[src/rtl/segscan_pkg.sv]
// shared constants, types and the segment font for the seven-segment scanner
package segscan_pkg;

   localparam int MAX_DIGITS = 8;
   localparam int DIGIT_W    = $clog2(MAX_DIGITS);
   localparam int COUNT_W    = $clog2(MAX_DIGITS + 1);
   localparam int HALF_W     = 16;
   localparam int BLINK_W    = HALF_W + 1;
   localparam int CSR_IDX_W  = 3;
   localparam int CSR_DATA_W = HALF_W;
   localparam int SEG_W      = 7;
   localparam int BCD_W      = 4;

   // request commands
   localparam logic CMD_TICK  = 1'b0;
   localparam logic CMD_WRITE = 1'b1;

   // register indexes
   localparam logic [CSR_IDX_W-1:0] REG_DIGIT_COUNT       = 3'd0;
   localparam logic [CSR_IDX_W-1:0] REG_BLINK_DIGIT_FIRST = 3'd1;
   localparam logic [CSR_IDX_W-1:0] REG_BLINK_DIGIT_LAST  = 3'd2;
   localparam logic [CSR_IDX_W-1:0] REG_BLINK_DIGIT_HALF  = 3'd3;
   localparam logic [CSR_IDX_W-1:0] REG_BLINK_POINT_FIRST = 3'd4;
   localparam logic [CSR_IDX_W-1:0] REG_BLINK_POINT_LAST  = 3'd5;
   localparam logic [CSR_IDX_W-1:0] REG_BLINK_POINT_HALF  = 3'd6;

   localparam logic [COUNT_W-1:0] DIGIT_COUNT_RESET = COUNT_W'(MAX_DIGITS);

   typedef struct packed {
      logic [SEG_W-1:0]   segments;
      logic               point;
      logic [DIGIT_W-1:0] digit;
   } rsp_type;

   // bit 0 is segment a, values above 9 are blank
   function automatic logic [SEG_W-1:0] seg_font(input logic [BCD_W-1:0] bcd);
      logic [SEG_W-1:0] pattern;
      case (bcd)
         4'd0:    pattern = 7'h3F;
         4'd1:    pattern = 7'h06;
         4'd2:    pattern = 7'h5B;
         4'd3:    pattern = 7'h4F;
         4'd4:    pattern = 7'h66;
         4'd5:    pattern = 7'h6D;
         4'd6:    pattern = 7'h7D;
         4'd7:    pattern = 7'h07;
         4'd8:    pattern = 7'h7F;
         4'd9:    pattern = 7'h6F;
         default: pattern = '0;
      endcase
      return pattern;
   endfunction

endpackage

[src/rtl/mux_seven_segment_blink_scanner.sv]
// top level of the multiplexed seven-segment scanner with digit and point blinking
// a tick result is registered in the output register, or first in the skid register if stalled
// throughput: one request per cycle without req_stall; store, scan and blink are a single pass
// while rsp_stall holds a result, one more tick request goes to a skid register, then req_stall
// reset: synchronous, clears stores, scan position, blink counters and registers
// (digit count returns to 8), and empties the output and skid registers
module mux_seven_segment_blink_scanner (
   input  logic                                clock,
   input  logic                                reset,
   input  logic                                req_valid,
   output logic                                req_stall,
   input  logic                                req_cmd,
   input  logic [segscan_pkg::DIGIT_W-1:0]     req_write_index,
   input  logic [segscan_pkg::BCD_W-1:0]       req_bcd_value,
   input  logic                                req_point_on,
   input  logic                                req_clear_first,
   output logic                                rsp_valid,
   input  logic                                rsp_stall,
   output logic [segscan_pkg::SEG_W-1:0]       rsp_segments_out,
   output logic                                rsp_point_out,
   output logic [segscan_pkg::DIGIT_W-1:0]     rsp_active_digit,
   input  logic                                csr_write,
   input  logic [segscan_pkg::CSR_IDX_W-1:0]   csr_index,
   input  logic [segscan_pkg::CSR_DATA_W-1:0]  csr_data
);
   import segscan_pkg::*;

   // configuration
   logic [COUNT_W-1:0] digit_count_ff, digit_count_in;
   logic [DIGIT_W-1:0] dig_first_ff, dig_first_in;
   logic [DIGIT_W-1:0] dig_last_ff, dig_last_in;
   logic [HALF_W-1:0]  dig_half_ff, dig_half_in;
   logic [DIGIT_W-1:0] pt_first_ff, pt_first_in;
   logic [DIGIT_W-1:0] pt_last_ff, pt_last_in;
   logic [HALF_W-1:0]  pt_half_ff, pt_half_in;

   // display state
   logic [MAX_DIGITS-1:0][SEG_W-1:0] seg_store_ff, seg_store_in;
   logic [MAX_DIGITS-1:0]            pt_store_ff, pt_store_in;
   logic [DIGIT_W-1:0]               scan_ff, scan_in;
   logic [BLINK_W-1:0]               dig_cnt_ff, dig_cnt_in;
   logic [BLINK_W-1:0]               pt_cnt_ff, pt_cnt_in;

   // result path
   rsp_type rsp_ff, rsp_in;
   logic    rsp_valid_ff, rsp_valid_in;
   rsp_type skid_ff, skid_in;
   logic    skid_valid_ff, skid_valid_in;

   logic               req_accept;
   logic [COUNT_W-1:0] n_active;
   logic [COUNT_W-1:0] pos_inc;
   logic [DIGIT_W-1:0] pos_next;
   logic [COUNT_W-1:0] wr_slot_full;
   logic [DIGIT_W-1:0] wr_slot;
   logic [BLINK_W:0]   dig_cnt_plus;
   logic [BLINK_W:0]   pt_cnt_plus;
   logic [BLINK_W-1:0] dig_cnt_step;
   logic [BLINK_W-1:0] pt_cnt_step;
   logic               dig_blank;
   logic               pt_blank;
   rsp_type            new_rsp;
   logic               new_rsp_valid;
   logic               out_free;

   assign req_accept = req_valid && !req_stall;
   assign req_stall  = skid_valid_ff;
   assign out_free   = !rsp_valid_ff || !rsp_stall;

   assign rsp_valid        = rsp_valid_ff;
   assign rsp_segments_out = rsp_ff.segments;
   assign rsp_point_out    = rsp_ff.point;
   assign rsp_active_digit = rsp_ff.digit;

   // scanned digit count saturated to 1..MAX_DIGITS
   always_comb begin
      if (digit_count_ff == '0) begin
         n_active = COUNT_W'(1);
      end else if (digit_count_ff > COUNT_W'(MAX_DIGITS)) begin
         n_active = COUNT_W'(MAX_DIGITS);
      end else begin
         n_active = digit_count_ff;
      end
   end

   assign pos_inc  = {1'b0, scan_ff} + COUNT_W'(1);
   assign pos_next = (pos_inc >= n_active) ? '0 : pos_inc[DIGIT_W-1:0];

   // segments go to the mirrored slot, points stay at the written index
   assign wr_slot_full = n_active - COUNT_W'(1) - {1'b0, req_write_index};
   assign wr_slot      = wr_slot_full[DIGIT_W-1:0];

   assign dig_cnt_plus = {1'b0, dig_cnt_ff} + (BLINK_W+1)'(1);
   assign pt_cnt_plus  = {1'b0, pt_cnt_ff} + (BLINK_W+1)'(1);
   assign dig_cnt_step = (dig_cnt_plus >= {1'b0, dig_half_ff, 1'b0}) ? '0
                         : dig_cnt_plus[BLINK_W-1:0];
   assign pt_cnt_step  = (pt_cnt_plus >= {1'b0, pt_half_ff, 1'b0}) ? '0
                         : pt_cnt_plus[BLINK_W-1:0];

   always_comb begin
      seg_store_in  = seg_store_ff;
      pt_store_in   = pt_store_ff;
      scan_in       = scan_ff;
      dig_cnt_in    = dig_cnt_ff;
      pt_cnt_in     = pt_cnt_ff;
      new_rsp_valid = 1'b0;

      if (req_accept && req_cmd == CMD_WRITE) begin
         if (req_clear_first) begin
            seg_store_in = '0;
            pt_store_in  = '0;
         end
         if ({1'b0, req_write_index} < n_active) begin
            seg_store_in[wr_slot]         = seg_font(req_bcd_value);
            pt_store_in[req_write_index]  = req_point_on;
         end
      end else if (req_accept) begin
         scan_in       = pos_next;
         new_rsp_valid = 1'b1;
         // blink counters with a nonzero half period step once per frame, when the scan wraps
         if (pos_next == '0) begin
            if (dig_half_ff != '0) begin
               dig_cnt_in = dig_cnt_step;
            end
            if (pt_half_ff != '0) begin
               pt_cnt_in = pt_cnt_step;
            end
         end
      end

      digit_count_in = digit_count_ff;
      dig_first_in   = dig_first_ff;
      dig_last_in    = dig_last_ff;
      dig_half_in    = dig_half_ff;
      pt_first_in    = pt_first_ff;
      pt_last_in     = pt_last_ff;
      pt_half_in     = pt_half_ff;
      if (csr_write) begin
         case (csr_index)
            REG_DIGIT_COUNT: begin
               digit_count_in = csr_data[COUNT_W-1:0];
            end
            REG_BLINK_DIGIT_FIRST: begin
               dig_first_in = csr_data[DIGIT_W-1:0];
               dig_cnt_in   = '0;
            end
            REG_BLINK_DIGIT_LAST: begin
               dig_last_in = csr_data[DIGIT_W-1:0];
               dig_cnt_in  = '0;
            end
            REG_BLINK_DIGIT_HALF: begin
               dig_half_in = csr_data[HALF_W-1:0];
               dig_cnt_in  = '0;
            end
            REG_BLINK_POINT_FIRST: begin
               pt_first_in = csr_data[DIGIT_W-1:0];
               pt_cnt_in   = '0;
            end
            REG_BLINK_POINT_LAST: begin
               pt_last_in = csr_data[DIGIT_W-1:0];
               pt_cnt_in  = '0;
            end
            REG_BLINK_POINT_HALF: begin
               pt_half_in = csr_data[HALF_W-1:0];
               pt_cnt_in  = '0;
            end
            default: begin
            end
         endcase
      end
   end

   // blanking uses the counter value after this tick's step
   assign dig_blank = (dig_half_ff != '0) && (dig_cnt_in < {1'b0, dig_half_ff})
                      && (pos_next >= dig_first_ff) && (pos_next <= dig_last_ff);
   assign pt_blank  = (pt_half_ff != '0) && (pt_cnt_in < {1'b0, pt_half_ff})
                      && (pos_next >= pt_first_ff) && (pos_next <= pt_last_ff);

   always_comb begin
      new_rsp.segments = dig_blank ? '0 : seg_store_ff[pos_next];
      new_rsp.point    = pt_blank ? 1'b0 : pt_store_ff[pos_next];
      new_rsp.digit    = pos_next;
   end

   // output register with a skid stage behind it
   always_comb begin
      rsp_in        = rsp_ff;
      rsp_valid_in  = rsp_valid_ff;
      skid_in       = skid_ff;
      skid_valid_in = skid_valid_ff;
      if (out_free) begin
         if (skid_valid_ff) begin
            rsp_in        = skid_ff;
            rsp_valid_in  = 1'b1;
            skid_valid_in = 1'b0;
         end else if (new_rsp_valid) begin
            rsp_in       = new_rsp;
            rsp_valid_in = 1'b1;
         end else begin
            rsp_valid_in = 1'b0;
         end
      end else if (new_rsp_valid) begin
         skid_in       = new_rsp;
         skid_valid_in = 1'b1;
      end
   end

   always_ff @(posedge clock) begin
      if (reset) begin
         digit_count_ff <= DIGIT_COUNT_RESET;
         dig_first_ff   <= '0;
         dig_last_ff    <= '0;
         dig_half_ff    <= '0;
         pt_first_ff    <= '0;
         pt_last_ff     <= '0;
         pt_half_ff     <= '0;
         seg_store_ff   <= '0;
         pt_store_ff    <= '0;
         scan_ff        <= '0;
         dig_cnt_ff     <= '0;
         pt_cnt_ff      <= '0;
         rsp_valid_ff   <= 1'b0;
         skid_valid_ff  <= 1'b0;
      end else begin
         digit_count_ff <= digit_count_in;
         dig_first_ff   <= dig_first_in;
         dig_last_ff    <= dig_last_in;
         dig_half_ff    <= dig_half_in;
         pt_first_ff    <= pt_first_in;
         pt_last_ff     <= pt_last_in;
         pt_half_ff     <= pt_half_in;
         seg_store_ff   <= seg_store_in;
         pt_store_ff    <= pt_store_in;
         scan_ff        <= scan_in;
         dig_cnt_ff     <= dig_cnt_in;
         pt_cnt_ff      <= pt_cnt_in;
         rsp_valid_ff   <= rsp_valid_in;
         skid_valid_ff  <= skid_valid_in;
      end
   end

   always_ff @(posedge clock) begin
      rsp_ff  <= rsp_in;
      skid_ff <= skid_in;
   end

endmodule

[config.mk]
export PLATFORM = sky130hd
export DESIGN_NAME = mux_seven_segment_blink_scanner
export DESIGN_NICKNAME = d
export VERILOG_FILES = /design/src/rtl/segscan_pkg.sv /design/src/rtl/mux_seven_segment_blink_scanner.sv
export SDC_FILE = /design/constraint.sdc
export NUM_CORES = 1
export LEC_CHECK = 0
export BUFFER_PORTS_ARGS = -buffer_cell sky130_fd_sc_hd__buf_4
export CAP_MARGIN = 25
export CORE_UTILIZATION = 55
export CTS_BUF_LIST = sky130_fd_sc_hd__clkbuf_2 sky130_fd_sc_hd__clkbuf_4 sky130_fd_sc_hd__clkbuf_8
export DETAILED_ROUTE_END_ITERATION = 8
export PLACE_DENSITY = 0.75
export SKIP_LAST_GASP = 1
export SLEW_MARGIN = 20
export SYNTH_ARGS = -nofsm -noshare
export SYNTH_HDL_FRONTEND = slang
export SYNTH_SLANG_ARGS = --single-unit
[constraint.sdc]
create_clock -name clock -period 5.1 [get_ports clock]
set_clock_uncertainty 0.15 [all_clocks]
set_input_delay 0.51 -clock clock [delete_from_list [all_inputs] [get_ports clock]]
set_output_delay 0.51 -clock clock [all_outputs]
set_load 0.03 [all_outputs]
==> metrics <==
vias per cell 5.95; fillcell total 1,532; gpl congestion 0.936; die area 19,800 um2; footprint of the multi-input gates 6740 um2; Routed WL per cell 17.5 um; DRT iter0 DRCs 599; ys flop type dfxtp_1; # clock sinks 173; Total Wirelength 29,100 um; # port buffers 46; startpoint class of the critical path register; CP required 5.15 ns; Final nets 1,542; ANT cells 0; register area 3700 um2; post-route setup slack -0.161 ns; drt first pass iters 5; Final Hold Fails 0; top cell type's share of synthesized area 0.286; gr usage total 0.298; Max rail drop VDD 157 uV; Critical Path AT 5.31 ns; leakage 5.10 nW; Slew Viols, Final 0; Std-Cell Rows 50; Worst-Margin Slew 1.11 ns; Post-synth EDFFs 22; Tcrit/Tclk final 1.03; share of cells above drive strength 1 0.228; CP Max Fanout 7; syn avg cell area 8.24 um2; headroom to the max-slew limit 0.257; core area 18,800 um2; total CTS buffers 17; Clock Path Buffers 2; RSZ-0062 raised after global routing true; syn_nets 1,410; largest net degree at the start of global routing 90; Max Freq 190 MHz; CTS root buffer clkbuf_8; vias in the first global route 9,390; HP Class primary input to register; yosys warns 0; ANT nets after route 0; Place WS -0.255 ns; cts hold-fix bufs 0; CTS H-tree lvls 4; status finished with violations; Final Setup Violations 14; CTS tree built; Worst-path clk slew 0.11 ns; cell total after placement 1,604; Synth area leader dfxtp_1; Die Y 141 um; Non-Filler Instances 1,662; Final Core Density 0.680; area grow syn2layout 20.7%; DP HPWL 21,000 um; Yosys reg bits 173; first-pass GRT wire length 46,900 um; Final min period 5.26 ns; PwrDens 223 nW/um2; Initial Utilization 0.563; critical path class register to register; DRC viols 0; count leader, synth nor2_1; Distinct cells, synth 84; synthesized area 10,600 um2; I/O pins 47; Synth area leaders dfxtp_1, ha_1, edfxtp_1; register area share after synthesis 0.348; commonest cells in the netlist nor2_1, nand2_1, dfxtp_1; Max-cap violations 0; failing checks negative setup slack; die width 141 um; Post-Synthesis Cells 1,283; clk_lat worst skew 0.48 ns; asr flop ratio synth 0; CP endpoint kind register; initial antenna violation count 0; vias 9,894; global route total overflow 0
## timing repair
action | in CTS | in global routing
pin swaps | 19 | 37
setup buffers | 15 | 9
resized for setup | 21 | 65
gates cloned | 0 | 1
setup endpoints to repair | 14 | 16
## sequential cells by signal, summed over array words and instances, names as in the netlist, 4 cells and up
name              cells
pt_store_ff           8
pt_cnt_ff            17
dig_half_ff          16
rsp_segments_out      7
skid_ff              11
pt_half_ff           16
digit_count_ff        4
seg_store_ff         56
dig_cnt_ff           17
## metrics by stage
stage          area (um2)  setup TNS (ns)  hold WS, ns  power, mW
3_3_place_gp        11800           -2.10        0.309       1.86
6_report            12800           -1.69        0.134       2.85
4_1_cts             12400          -0.698        0.118       2.82
3_5_place_dp        11800           -3.29        0.314       1.87
2_1_floorplan       10700          -0.154        0.296       1.71
5_1_grt             12800           -4.16        0.103       2.95
## routing by layer
layer  global-route usage  vias to the layer above  routed length, um
met4               0.0910                        0                557
met1                0.405                     4692              13400
li1                     -                     4858                  -
met2                0.485                      292              13400
met3               0.0503                       52               1680
met5                    0                        -                  0
## report_power, final
part           total [mW]  leakage (nW)  internal [mW]  switching, mW
combinational       0.466          3.46          0.176          0.289
clock               0.969         0.198          0.370          0.599
sequential           1.41          1.44           1.40         0.0122
## cells by family (layout without fill, tap and decap cells)
family,count (synthesis),count (layout),synth area share
DFF,173,173,0.348
xor gates and xnor gates,33,33,0.0291
buffers and inverters,134,279,0.0522
AOI/OAI and AO/OA,321,321,0.204
adders and majority gates,93,93,0.111
muxes,28,28,0.0268
and+or+nand+nor,501,501,0.228
## worst max-delay path: stages, from the launching register on
cell	delay, ns
dfxtp_4	0.38
ha_4	0.15
nand3_4	0.07
buf_4	0.14
nor3_4	0.18
nand3_1	0.18
xnor2_2	0.18
ha_1	0.19
a21oi_1	0.16
nor2_1	0.06
or4_4	0.51
a31o_4	0.27
nor2_4	0.21
nand3_2	0.12
a21oi_2	0.18
ha_1	0.31
a21oi_2	0.17
o21ai_2	0.08
a2111oi_2	0.30
o21ai_1	0.14
a32o_2	0.30
buf_6	0.13
nor3_4	0.15
buf_6	0.18
a21oi_1	0.08
## final cells by class
type	instances	area share
Clock inverter	15	0.0136
Inverter	79	0.0232
Clock buffer	17	0.0183
Multi-Input combinational cell	976	0.528
Timing Repair Buffer	168	0.103
Tap cell	234	0.0229
Sequential cell	173	0.290
## cells in the final DEF, fill, tap and decap left out, drive strengths merged, types with 4 or more instances in the layout
cell    instances
nor3           26
a22oi          70
a311oi          8
nand2b          8
o21ai          42
a211oi         18
nand2         154
nor2          177
a221oi          7
edfxtp         22
ha             92
a21o            6
clkinv          8
nor4           21
buf           167
clkbuf         18
a221o           6
o31ai          11
xnor2          21
and3           21
inv            84
nand4          11
dfxtp         151
nor2b          11
a31oi           7
o21a            4
xor2           12
or2             6
a21oi         118
mux2i          26
nand3          45
## final timing paths
kind	startpoint	endpoint	slack, ns	depth (start not counted)
worst max register to register	dig_cnt_ff[1]	skid_ff[6]	-0.16	24
worst min register to register	pt_half_ff[12]	pt_half_ff[12]	0.33	2
worst min-delay path	csr_data[11]	pt_half_ff[11]	0.13	3
worst max-delay path	dig_cnt_ff[1]	skid_ff[6]	-0.16	24
(Power assumes the default switching activity.)
